<file path="src/design/layer_z_order_manager_top_defines.svh">
// ---------------------------------------------------------------------------
// layer_z_order_manager_top_defines.svh
// Assertion macros for the layer z-order manager. Each macro expects clk and
// arst_n in scope. Build with NO_ASSERTIONS defined to drop them.
// ---------------------------------------------------------------------------
`ifndef LAYER_Z_ORDER_MANAGER_TOP_DEFINES_SVH
`define LAYER_Z_ORDER_MANAGER_TOP_DEFINES_SVH

`ifndef NO_ASSERTIONS

// same-cycle implication
`define LZO_ASSERT_NOW(lbl, ante, cons, msg) \
	lbl: assert property (@(posedge clk) disable iff (!arst_n) (ante) |-> (cons)) \
		else $error(msg);

// next-cycle implication
`define LZO_ASSERT_NEXT(lbl, ante, cons, msg) \
	lbl: assert property (@(posedge clk) disable iff (!arst_n) (ante) |=> (cons)) \
		else $error(msg);

`else

`define LZO_ASSERT_NOW(lbl, ante, cons, msg)
`define LZO_ASSERT_NEXT(lbl, ante, cons, msg)

`endif

`endif

</file>
<file path="src/design/lzo_pkg.sv">
// ---------------------------------------------------------------------------
// lzo_pkg
// Shared sizes, codes and control structs of the layer z-order manager.
// ---------------------------------------------------------------------------
`default_nettype none

package lzo_pkg;

	localparam int NUM_LAYERS = 32;
	localparam int LAY_W      = $clog2(NUM_LAYERS);
	localparam int LVL_W      = LAY_W + 1;   // signed level, -1 = hidden
	localparam int CMP_W      = LVL_W + 1;   // room for top+1 and clamp math

	typedef logic [LAY_W-1:0]        lay_t;
	typedef logic signed [LVL_W-1:0] lvl_t;
	typedef logic signed [CMP_W-1:0] cmp_t;

	localparam lvl_t LVL_HIDDEN = '1;
	localparam cmp_t CMP_HIDDEN = '1;

	typedef enum logic [1:0] {
		REQ_ALLOC  = 2'd0,
		REQ_SET    = 2'd1,
		REQ_FREE   = 2'd2,
		REQ_LOOKUP = 2'd3
	} req_e_t;

	typedef enum logic [1:0] {
		ST_OK     = 2'd0,
		ST_NOFREE = 2'd1,
		ST_EMPTY  = 2'd2
	} status_e_t;

	// control broadcast to the level cells
	typedef struct packed {
		logic en;      // shift window active
		logic up;      // 1: take from level below, 0: from level above
		cmp_t lo;
		cmp_t hi;
		logic ld;      // load moved layer
		lay_t ld_lvl;
		lay_t ld_lay;
	} lvl_ctl_t;

	// control broadcast to the layer cells
	typedef struct packed {
		logic alloc;
		lay_t alloc_idx;
		logic mv;      // addressed layer takes new level
		lay_t sel;
		cmp_t new_lvl;
		logic rel;     // release after move
		logic en;      // renumber window active
		logic up;      // 1: +1, 0: -1
		cmp_t lo;
		cmp_t hi;
	} lay_ctl_t;

endpackage

`default_nettype wire

</file>
<file path="src/design/lzo_level_cell.sv">
// ---------------------------------------------------------------------------
// lzo_level_cell
// One stacking level: holds the layer shown at it, takes its neighbor's
// layer when a move shifts the stack, or loads the moved layer.
// ---------------------------------------------------------------------------
`default_nettype none

module lzo_level_cell
	import lzo_pkg::*;
(
	input  logic     clk,
	input  lay_t     idx,
	input  lvl_ctl_t ctl,
	input  lay_t     below,
	input  lay_t     above,
	output lay_t     lay
);

	lay_t lay_q;
	cmp_t me;

	assign me  = cmp_t'({2'b00, idx});
	assign lay = lay_q;

	always_ff @(posedge clk) begin
		if (ctl.ld && idx == ctl.ld_lvl) begin
			lay_q <= ctl.ld_lay;
		end else if (ctl.en && me >= ctl.lo && me <= ctl.hi) begin
			lay_q <= ctl.up ? below : above;
		end
	end

endmodule

`default_nettype wire

</file>
<file path="src/design/lzo_layer_cell.sv">
// ---------------------------------------------------------------------------
// lzo_layer_cell
// One layer slot: in-use flag and current level, renumbered in place when
// the stack shifts around a moved layer.
// ---------------------------------------------------------------------------
`default_nettype none

module lzo_layer_cell
	import lzo_pkg::*;
(
	input  logic     clk,
	input  logic     arst_n,
	input  lay_t     idx,
	input  lay_ctl_t ctl,
	output logic     in_use,
	output lvl_t     level
);

	logic use_q;
	lvl_t lvl_q;
	cmp_t lv;

	assign lv     = cmp_t'(lvl_q);
	assign in_use = use_q;
	assign level  = lvl_q;

	always_ff @(posedge clk or negedge arst_n) begin
		if (!arst_n) begin
			use_q <= 1'b0;
			lvl_q <= LVL_HIDDEN;
		end else if (ctl.alloc && idx == ctl.alloc_idx) begin
			use_q <= 1'b1;
			lvl_q <= LVL_HIDDEN;
		end else if (ctl.mv && idx == ctl.sel) begin
			lvl_q <= lvl_t'(ctl.new_lvl);
			if (ctl.rel) begin
				use_q <= 1'b0;
			end
		end else if (ctl.en && lv >= ctl.lo && lv <= ctl.hi) begin
			lvl_q <= ctl.up ? lvl_q + lvl_t'(1) : lvl_q - lvl_t'(1);
		end
	end

endmodule

`default_nettype wire

</file>
<file path="src/design/layer_z_order_manager_top.sv">
// ---------------------------------------------------------------------------
// layer_z_order_manager_top
// Layer pool with z-order stack: allocate, set height, free, lookup.
// ---------------------------------------------------------------------------
//  channel   | handshake          | payload
//  ----------+--------------------+------------------------------------------
//  request   | start / busy       | req_type, layer_sel, height_req
//  result    | done (1-cycle)     | status, layer_out, layer_height,
//            |                    | stack_top, repaint
//
//  For each transaction, the accept edge registers the request
//  together with the lookups done on the port values (slot level, clamped
//  height, lowest free slot, layer at a level); the next edge updates the
//  level-cell chain and the layer cells in parallel and registers the result.
//  busy is high for the one cycle between; done pulses for one cycle after.
//  A new start may be taken in the same cycle the result is shown.
//  Reset: all slots free, all levels hidden, stack top -1; level contents
//  are undefined until written. The result side cannot stall.
// ---------------------------------------------------------------------------
`default_nettype none

`include "layer_z_order_manager_top_defines.svh"

module layer_z_order_manager_top
	import lzo_pkg::*;
(
	input  logic              clk,
	input  logic              arst_n,
	input  logic              start,
	output logic              busy,
	input  logic [1:0]        req_type,
	input  logic [4:0]        layer_sel,
	input  logic signed [6:0] height_req,
	output logic              done,
	output logic [1:0]        status,
	output logic [4:0]        layer_out,
	output logic signed [5:0] layer_height,
	output logic signed [5:0] stack_top,
	output logic              repaint
);

	// cell rows
	lay_t     lvl_lay_w [NUM_LAYERS];
	logic     use_w     [NUM_LAYERS];
	lvl_t     lay_lvl_w [NUM_LAYERS];
	lvl_ctl_t lvl_ctl;
	lay_ctl_t lay_ctl;

	// control state
	logic pend_q;
	lvl_t top_q;

	// request stage
	req_e_t req_s1;
	lay_t   sel_s1;
	logic   ok_s1;
	lvl_t   old_s1;
	cmp_t   h_s1;
	logic   afound_s1;
	lay_t   aidx_s1;
	logic   lhit_s1;
	lay_t   llay_s1;
	lay_t   llvl_s1;

	// result registers
	logic      done_q;
	status_e_t status_q;
	lay_t      lay_out_q;
	lvl_t      lay_h_q;
	logic      rep_q;

	// accept-side combinational
	logic   acc;
	req_e_t req_in;
	cmp_t   top7;
	cmp_t   old_in;
	cmp_t   hr_in;
	cmp_t   lim_in;
	cmp_t   h_in;
	logic   sel_ok_in;
	logic   afound_in;
	lay_t   aidx_in;
	logic   lhit_in;

	// execute-side combinational
	cmp_t old7;
	logic mv;
	logic chg;
	lvl_t top_n;

	assign acc    = start && !pend_q;
	assign busy   = pend_q;
	assign req_in = req_e_t'(req_type);
	assign top7   = cmp_t'(top_q);

	// ---------------------------------------------------------------------
	// Cell chains
	// ---------------------------------------------------------------------
	for (genvar g = 0; g < NUM_LAYERS; g++) begin : g_cells
		lay_t below_w;
		lay_t above_w;

		if (g == 0) begin : g_bot
			assign below_w = '0;
		end else begin : g_mid_b
			assign below_w = lvl_lay_w[g-1];
		end
		if (g == NUM_LAYERS - 1) begin : g_top
			assign above_w = '0;
		end else begin : g_mid_a
			assign above_w = lvl_lay_w[g+1];
		end

		lzo_level_cell u_lvl (
			.clk   (clk),
			.idx   (lay_t'(g)),
			.ctl   (lvl_ctl),
			.below (below_w),
			.above (above_w),
			.lay   (lvl_lay_w[g])
		);

		lzo_layer_cell u_lay (
			.clk    (clk),
			.arst_n (arst_n),
			.idx    (lay_t'(g)),
			.ctl    (lay_ctl),
			.in_use (use_w[g]),
			.level  (lay_lvl_w[g])
		);
	end

	// ---------------------------------------------------------------------
	// Accept side: clamp height, find free slot, read level for lookup
	// ---------------------------------------------------------------------
	always_comb begin
		sel_ok_in = (int'(layer_sel) < NUM_LAYERS) && use_w[layer_sel];
		old_in    = cmp_t'(lay_lvl_w[layer_sel]);
		// free = move to hidden first
		hr_in     = (req_in == REQ_FREE) ? CMP_HIDDEN : cmp_t'(height_req);
		// shown layer may reach top, hidden one top+1
		lim_in    = (old_in >= 0) ? top7 : top7 + cmp_t'(1);
		if (hr_in < CMP_HIDDEN) begin
			h_in = CMP_HIDDEN;
		end else if (hr_in > lim_in) begin
			h_in = lim_in;
		end else begin
			h_in = hr_in;
		end
		lhit_in = (height_req >= 0) && (cmp_t'(height_req) <= top7);
	end

	// lowest free slot
	always_comb begin
		afound_in = 1'b0;
		aidx_in   = '0;
		for (int i = NUM_LAYERS - 1; i >= 0; i--) begin
			if (!use_w[i]) begin
				afound_in = 1'b1;
				aidx_in   = lay_t'(i);
			end
		end
	end

	always_ff @(posedge clk) begin
		if (acc) begin
			req_s1    <= req_in;
			sel_s1    <= layer_sel;
			ok_s1     <= sel_ok_in;
			old_s1    <= lvl_t'(old_in);
			h_s1      <= h_in;
			afound_s1 <= afound_in;
			aidx_s1   <= aidx_in;
			lhit_s1   <= lhit_in;
			llay_s1   <= lvl_lay_w[height_req[LAY_W-1:0]];
			llvl_s1   <= height_req[LAY_W-1:0];
		end
	end

	// ---------------------------------------------------------------------
	// Execute: shift windows for the cell rows
	//   down-move (h >= 0): levels h..old-1 rise by one
	//   hide:               levels old+1..top drop by one, top-1
	//   up-move:            levels old+1..h drop by one
	//   show:               levels h..top rise by one, top+1
	// ---------------------------------------------------------------------
	always_comb begin
		old7    = cmp_t'(old_s1);
		mv      = pend_q && ok_s1 && (req_s1 == REQ_SET || req_s1 == REQ_FREE);
		chg     = mv && (h_s1 != old7);
		top_n   = top_q;
		lvl_ctl = '0;
		lay_ctl = '0;

		lay_ctl.alloc     = pend_q && (req_s1 == REQ_ALLOC) && afound_s1;
		lay_ctl.alloc_idx = aidx_s1;
		lay_ctl.mv        = mv;
		lay_ctl.sel       = sel_s1;
		lay_ctl.new_lvl   = h_s1;
		lay_ctl.rel       = (req_s1 == REQ_FREE);

		lvl_ctl.ld_lvl = lay_t'(h_s1);
		lvl_ctl.ld_lay = sel_s1;

		if (chg) begin
			lvl_ctl.en = 1'b1;
			lay_ctl.en = 1'b1;
			lvl_ctl.ld = (h_s1 >= 0);
			if (old7 > h_s1) begin
				if (h_s1 >= 0) begin
					lvl_ctl.up = 1'b1;
					lvl_ctl.lo = h_s1 + cmp_t'(1);
					lvl_ctl.hi = old7;
					lay_ctl.up = 1'b1;
					lay_ctl.lo = h_s1;
					lay_ctl.hi = old7 - cmp_t'(1);
				end else begin
					lvl_ctl.up = 1'b0;
					lvl_ctl.lo = old7;
					lvl_ctl.hi = top7 - cmp_t'(1);
					lay_ctl.up = 1'b0;
					lay_ctl.lo = old7 + cmp_t'(1);
					lay_ctl.hi = top7;
					top_n      = top_q - lvl_t'(1);
				end
			end else begin
				if (old7 >= 0) begin
					lvl_ctl.up = 1'b0;
					lvl_ctl.lo = old7;
					lvl_ctl.hi = h_s1 - cmp_t'(1);
					lay_ctl.up = 1'b0;
					lay_ctl.lo = old7 + cmp_t'(1);
					lay_ctl.hi = h_s1;
				end else begin
					lvl_ctl.up = 1'b1;
					lvl_ctl.lo = h_s1 + cmp_t'(1);
					lvl_ctl.hi = top7 + cmp_t'(1);
					lay_ctl.up = 1'b1;
					lay_ctl.lo = h_s1;
					lay_ctl.hi = top7;
					top_n      = top_q + lvl_t'(1);
				end
			end
		end
	end

	// ---------------------------------------------------------------------
	// Control registers
	// ---------------------------------------------------------------------
	always_ff @(posedge clk or negedge arst_n) begin
		if (!arst_n) begin
			pend_q <= 1'b0;
			done_q <= 1'b0;
			top_q  <= LVL_HIDDEN;
		end else begin
			pend_q <= acc;
			done_q <= pend_q;
			if (pend_q) begin
				top_q <= top_n;
			end
		end
	end

	// result payload
	always_ff @(posedge clk) begin
		if (pend_q) begin
			case (req_s1)
				REQ_ALLOC: begin
					status_q  <= afound_s1 ? ST_OK : ST_NOFREE;
					lay_out_q <= afound_s1 ? aidx_s1 : '0;
					lay_h_q   <= LVL_HIDDEN;
					rep_q     <= 1'b0;
				end
				REQ_SET, REQ_FREE: begin
					status_q  <= ST_OK;
					lay_out_q <= sel_s1;
					lay_h_q   <= ok_s1 ? lvl_t'(h_s1) : LVL_HIDDEN;
					rep_q     <= chg;
				end
				REQ_LOOKUP: begin
					status_q  <= lhit_s1 ? ST_OK : ST_EMPTY;
					lay_out_q <= lhit_s1 ? llay_s1 : '0;
					lay_h_q   <= lhit_s1 ? lvl_t'({1'b0, llvl_s1}) : LVL_HIDDEN;
					rep_q     <= 1'b0;
				end
				default: begin
					status_q  <= ST_OK;
					lay_out_q <= '0;
					lay_h_q   <= LVL_HIDDEN;
					rep_q     <= 1'b0;
				end
			endcase
		end
	end

	assign done         = done_q;
	assign status       = status_q;
	assign layer_out    = lay_out_q;
	assign layer_height = lay_h_q;
	assign stack_top    = top_q;
	assign repaint      = rep_q;

	// ---------------------------------------------------------------------
	// Checks
	// ---------------------------------------------------------------------
	logic [NUM_LAYERS-1:0] shown_w;
	logic [CMP_W-1:0]      top_p1;

	always_comb begin
		for (int i = 0; i < NUM_LAYERS; i++) begin
			shown_w[i] = (lay_lvl_w[i] >= 0);
		end
	end
	assign top_p1 = CMP_W'(top7 + cmp_t'(1));

	`LZO_ASSERT_NEXT(a_pend_done, pend_q, done_q, "result strobe missing after execute")
	`LZO_ASSERT_NOW(a_done_idle, done_q, !pend_q, "result shown while still executing")
	`LZO_ASSERT_NEXT(a_top_hold, !pend_q, $stable(top_q), "stack top moved outside execute")
	`LZO_ASSERT_NOW(a_top_count, 1'b1, CMP_W'($countones(shown_w)) == top_p1, "shown count != top+1")

endmodule

`default_nettype wire

</file>
<file path="config.mk">
export PLATFORM = sky130hd
export DESIGN_NAME = layer_z_order_manager_top
export DESIGN_NICKNAME = d
export VERILOG_FILES = /design/src/design/lzo_pkg.sv /design/src/design/lzo_level_cell.sv /design/src/design/lzo_layer_cell.sv /design/src/design/layer_z_order_manager_top.sv
export VERILOG_INCLUDE_DIRS = /design/src /design/src/design
export SDC_FILE = /design/constraint.sdc
export NUM_CORES = 2
export LEC_CHECK = 0
export ABC_AREA = 1
export BUFFER_PORTS_ARGS = -buffer_cell sky130_fd_sc_hd__buf_2
export CAP_MARGIN = 5
export CORE_ASPECT_RATIO = 0.7
export CORE_MARGIN = 1
export CORE_UTILIZATION = 32
export DETAILED_ROUTE_END_ITERATION = 8
export PLACE_DENSITY = 0.45
export SYNTH_ARGS = -nofsm -noshare
export SYNTH_HDL_FRONTEND = slang
export SYNTH_SLANG_ARGS = --single-unit
</file>
<file path="constraint.sdc">
create_clock -name clk -period 6.25 [get_ports clk]
set_clock_uncertainty 0.2 [all_clocks]
set_input_delay 0.3125 -clock clk [delete_from_list [all_inputs] [get_ports clk]]
set_output_delay 0.3125 -clock clk [all_outputs]
set_load 0.01 [all_outputs]
</file>
==> results.rst <==
.. list-table::
   :header-rows: 1

   * - Metric
     - Value
   * - Sequential fraction of design power
     - 0.300
   * - Synthesized instance count
     - around 5,700
   * - TritonCTS clock tree
     - done
   * - Total gr overflow
     - 0
   * - Number of flops mapped to enable cells by yosys
     - ~210
   * - Switching power
     - around 9.5 mW
   * - Clock transition at the registers of the reported paths
     - ~0.06 ns
   * - Worst-case register-to-register setup slack
     - between 0.5 and 0.6 ns
   * - Average wire per standard cell
     - around 25 µm
   * - Leading register cell type out of synthesis
     - sky130_fd_sc_hd__edfxtp_1
   * - Insertion delay of the later-clocked pin in the worst-skew pair
     - 0.69 ns
   * - Longest Clk Path Bufs
     - 3
   * - Worst setup SP type
     - flip-flop
   * - Startpoint of the worst register-to-register path
     - h_s1[6]
   * - Type of element capturing the critical path
     - flip-flop
   * - Worst-margin pin slew
     - ~1.3 ns
   * - Capture point of the worst reg-to-reg path
     - g_cells[30].u_lay.level[0]
   * - FILL cells
     - approximately 14,000
   * - Area of the mapped netlist
     - approximately 43,000 µm²
   * - Top achievable clock speed
     - approximately 180 MHz
   * - Wire length of the first global-routing pass
     - 277,000 µm
   * - Core area
     - 134,000 µm²
   * - Net switching share of the total power
     - 0.470
   * - Num Clock Sinks
     - approximately 440
   * - Required time of the critical path
     - between 6 and 7 ns
   * - Number of library cell types mapped by synthesis
     - 69
   * - Worst Hold Class
     - input pin to flip-flop
   * - Starting Density
     - 0.324
   * - PnR Total Power
     - roughly 20 mW
   * - Clock power frac
     - 0.169
   * - Final cycle utilization of the critical path
     - 0.905
   * - Count of placed standard cells including taps
     - approximately 7,400
   * - Sequential element share of the synthesized area
     - 0.286
   * - Reg2reg path depth
     - 25
   * - Arrival time of data at the critical path endpoint
     - 6.04 ns
   * - Total number of placement rows
     - 112
   * - Power Dens Cells
     - about 420 nW/µm²
   * - Worst hold start
     - layer_sel[0]
   * - Worst slack, placed
     - ~0.70 ns
   * - Hold Violations, Final
     - 0
   * - Inserted Clock Buffers
     - 54
   * - Via count of the first global-routing pass
     - a little under 40,000
   * - Combinational cell fraction of total power
     - 0.532
   * - Maximum fanout along the worst path
     - 15
   * - Setup-violating endpoint count in the final report
     - 0
   * - Synth Warn #
     - 0
   * - Max-Slew Margin vs Limit
     - 0.110
   * - Antenna-violating nets left
     - 0
   * - Sequential cell area in the final layout
     - 12,400 µm²
   * - Number of gates given a new drive strength after cts
     - 0
   * - Hold-critical path endpoint
     - sel_s1[0]
   * - Post-Synthesis Net Count
     - roughly 6,400
   * - Mean instance size in the synthesized netlist
     - ~7.6 µm²
   * - VDD IR-drop max
     - between 0.2 and 0.25 mV
   * - Standby leakage power
     - between 20 and 25 nW
   * - Global router's overall resource usage
     - 0.274
   * - Synth-to-Final Area Change
     - 10.6%
   * - Hpwl dp
     - 136,000 µm
   * - Die footprint
     - roughly 140,000 µm²
   * - Cell internal pwr
     - around 11 mW
   * - Total area of multi-input combinational cells
     - around 28,000 µm²
   * - Count of boundary I/O pins
     - 39
   * - Number of nets at the end of the flow
     - ~6,400
   * - Maximum level of the CTS H-tree
     - 2
   * - Final wirelength
     - a little under 200,000 µm
   * - Count of input and output buffers
     - 38
   * - Vias
     - about 43,000
   * - Critical Setup Path Class
     - flip-flop to flip-flop
   * - Crit path time final
     - between 5 and 6 ns
   * - TritonRoute pass-1 iters
     - 6
   * - Fraction of registers with async set or reset after synthesis
     - 0.523
   * - Final Non-Filler Cells
     - approximately 7,500
   * - Iteration-0 DRC count of the detailed router
     - roughly 5,000
   * - Die boundary height
     - between 300 and 400 µm
   * - Share of Yosys cell area claimed by the top area cell type
     - 0.178
   * - Share of post-route cells with drive strength above 1
     - 0.0945
   * - Post-synthesis register bit count
     - 444
   * - Fin. max-slew vios
     - 0
   * - Post-detailed-route via-to-cell ratio
     - 5.66
   * - Area contributors post-synth
     - sky130_fd_sc_hd__ha_1, sky130_fd_sc_hd__edfxtp_1, sky130_fd_sc_hd__dfstp_2, sky130_fd_sc_hd__o21ai_0, sky130_fd_sc_hd__nor2_1
   * - Unrepaired setup endpoints after global routing
     - no
   * - Number of antenna violations at the first check in global routing
     - 14
   * - Min setup slack post-route
     - between 0.5 and 0.6 ns
   * - Biggest area consumer among synthesized cells
     - sky130_fd_sc_hd__ha_1
   * - Reported max-cap violation count
     - 0
   * - Commonest cells after routing, fill and taps aside
     - sky130_fd_sc_hd__nor2_1, sky130_fd_sc_hd__nand2_1, sky130_fd_sc_hd__o21ai_0, sky130_fd_sc_hd__ha_1, sky130_fd_sc_hd__inv_1
   * - Worst hold path cell count
     - 2
   * - Buffer type at the clock tree root
     - sky130_fd_sc_hd__clkbuf_16
   * - Most common cell after layout, fill and taps aside
     - sky130_fd_sc_hd__nor2_1
   * - Horizontal die dimension
     - 442 µm
   * - DRC violation count after routing
     - 0
   * - Final total negative setup slack
     - 0 ns
   * - Largest net degree at the start of global routing
     - ~100
   * - Outcome
     - completed
   * - Final RePlAce weighted congestion
     - roughly 0.97
metrics by stage:
step / util / hold slack (ns) / cell area (µm²)
3_5_place_dp: 0.344 / 0.126 / 46000
6_report: 0.358 / 0.0934 / 48000
4_1_cts: 0.358 / 0.0548 / 48000
5_1_grt: 0.358 / 0.0841 / 48000
2_1_floorplan: - / -0.183 / 43400
3_3_place_gp: 0.344 / 0.123 / 46000
registers in the layout, indices dropped and copies added, names as in the netlist:
signal,count
afound_s1,1
sel_s1,5
g_cells.u_lay.in_use,32
h_s1,7
ok_s1,1
g_cells.u_lay.level,192
status,2
repaint,1
layer_out,5
done,1
stack_top,6
layer_height,6
g_cells.u_lvl.lay,160
aidx_s1,5
req_s1,2
llay_s1,5
old_s1,6
llvl_s1,5
lhit_s1,1
busy,1
cell usage after synthesis (6+ instances only):
library cell / instances
sky130_fd_sc_hd__xnor2_1: 39
sky130_fd_sc_hd__nor3_1: 43
sky130_fd_sc_hd__o21ai_1: 15
sky130_fd_sc_hd__nand3_1: 184
sky130_fd_sc_hd__nor4_1: 27
sky130_fd_sc_hd__clkbuf_1: 173
sky130_fd_sc_hd__a221oi_1: 8
sky130_fd_sc_hd__o21bai_1: 38
sky130_fd_sc_hd__xor2_1: 78
sky130_fd_sc_hd__o221ai_1: 65
sky130_fd_sc_hd__nor2_2: 9
sky130_fd_sc_hd__nand4_1: 36
sky130_fd_sc_hd__a22oi_1: 7
sky130_fd_sc_hd__a31oi_1: 79
sky130_fd_sc_hd__a21boi_0: 8
sky130_fd_sc_hd__ha_1: 617
sky130_fd_sc_hd__or2_2: 27
sky130_fd_sc_hd__nand2_1: 810
sky130_fd_sc_hd__dfrtp_1: 34
sky130_fd_sc_hd__a32oi_1: 12
sky130_fd_sc_hd__o22ai_1: 91
sky130_fd_sc_hd__dfstp_2: 198
sky130_fd_sc_hd__nor2_1: 826
sky130_fd_sc_hd__nand2_2: 6
sky130_fd_sc_hd__edfxtp_1: 212
sky130_fd_sc_hd__o31ai_1: 32
sky130_fd_sc_hd__a2111o_1: 8
sky130_fd_sc_hd__o21a_1: 26
sky130_fd_sc_hd__a2111oi_0: 14
sky130_fd_sc_hd__inv_2: 21
sky130_fd_sc_hd__clkinv_1: 11
sky130_fd_sc_hd__nand3b_1: 8
sky130_fd_sc_hd__a21oi_1: 391
sky130_fd_sc_hd__a211oi_1: 23
sky130_fd_sc_hd__o21ai_0: 653
sky130_fd_sc_hd__buf_2: 50
sky130_fd_sc_hd__a41oi_1: 89
sky130_fd_sc_hd__o211ai_1: 79
sky130_fd_sc_hd__fa_1: 33
sky130_fd_sc_hd__inv_1: 588
repair_timing:
action / in CTS / in global routing
setup endpoints to repair: 0 / 0
endpoints found under the hold margin: 77 / 0
hold buffers: 12 / 0
setup buffers: 0 / 0
critical path, stage by stage, from the launching register on:
cell                        delay (ns)
sky130_fd_sc_hd__edfxtp_1         0.36
sky130_fd_sc_hd__clkinv_1         0.23
sky130_fd_sc_hd__ha_1             0.42
sky130_fd_sc_hd__nand3_1          0.14
sky130_fd_sc_hd__or3_4            0.39
sky130_fd_sc_hd__nand2_4          0.23
sky130_fd_sc_hd__inv_4            0.14
sky130_fd_sc_hd__nor2_8           0.14
sky130_fd_sc_hd__inv_1            0.19
sky130_fd_sc_hd__nand2_1          0.14
sky130_fd_sc_hd__inv_1            0.10
sky130_fd_sc_hd__nand2_1          0.11
sky130_fd_sc_hd__o2111ai_4        0.31
sky130_fd_sc_hd__buf_4            0.39
sky130_fd_sc_hd__ha_1             0.34
sky130_fd_sc_hd__a21oi_1          0.13
sky130_fd_sc_hd__o31ai_1          0.09
sky130_fd_sc_hd__a21oi_1          0.13
sky130_fd_sc_hd__nor2_1           0.04
sky130_fd_sc_hd__o21ai_0          0.13
sky130_fd_sc_hd__nand2_1          0.07
sky130_fd_sc_hd__nand3_1          0.07
sky130_fd_sc_hd__nand2_1          0.06
sky130_fd_sc_hd__o211ai_1         0.71
sky130_fd_sc_hd__o21ai_0          0.19
sky130_fd_sc_hd__o21ai_0          0.13
per-layer routing:
| metal | GRT usage | part of all wire | up-vias | wire (µm) |
|---|---|---|---|---|
| met2 | 0.359 | 0.37 | 1954 | 70900 |
| met4 | 0.0550 | 0.018 | 2 | 3410 |
| met3 | 0.0758 | 0.11 | 184 | 21700 |
| met1 | 0.430 | 0.50 | 20427 | 96100 |
| met5 | 0 | 0.000068 | - | 13 |
| li1 | - | - | 20140 | - |
power by group through the flow:
stage	clock network, mW	logic (mW)	registers, mW
floorplan	0	7.99	5.30
global placement	0	10.4	6.06
detailed placement	0	10.5	6.05
CTS	3.46	10.6	6.00
global route	3.55	12.3	6.17
finish	3.40	10.7	6.04
cells by family after synthesis:
| family | synth area share |
|---|---|
| AO/OA/AOI/OAI | 0.232 |
| XOR/XNOR | 0.0236 |
| adder cells (fa/ha/maj) | 0.193 |
| buffers and inverters | 0.0765 |
| flip-flops | 0.286 |
| AND/OR/NAND/NOR | 0.189 |
worst max-delay path by stage:
stage | start | endpoint | slack (ns) | cells past startpoint
2_1_floorplan | h_s1[1] | g_cells[2].u_lay.level[4] | 0.20 | 25
3_3_place_gp | old_s1[2] | g_cells[30].u_lay.level[0] | 0.72 | 28
3_5_place_dp | h_s1[6] | g_cells[30].u_lay.level[0] | 0.70 | 25
4_1_cts | h_s1[6] | g_cells[30].u_lay.level[0] | 0.69 | 25
5_1_grt | h_s1[6] | g_cells[14].u_lay.level[0] | 0.08 | 25
6_report | h_s1[6] | g_cells[30].u_lay.level[0] | 0.59 | 25
cell type report:
cell class                      instances  area share
Multi-Input combinational cell       4428       0.579
Sequential cell                       444       0.259
Inverter                              623      0.0491
Tap cell                             1767      0.0461
Clock buffer                           79      0.0322
Timing Repair Buffer                  170      0.0292
Clock inverter                         23     0.00537
Antenna cell                            5    0.000261
(Power assumes the default switching activity.)
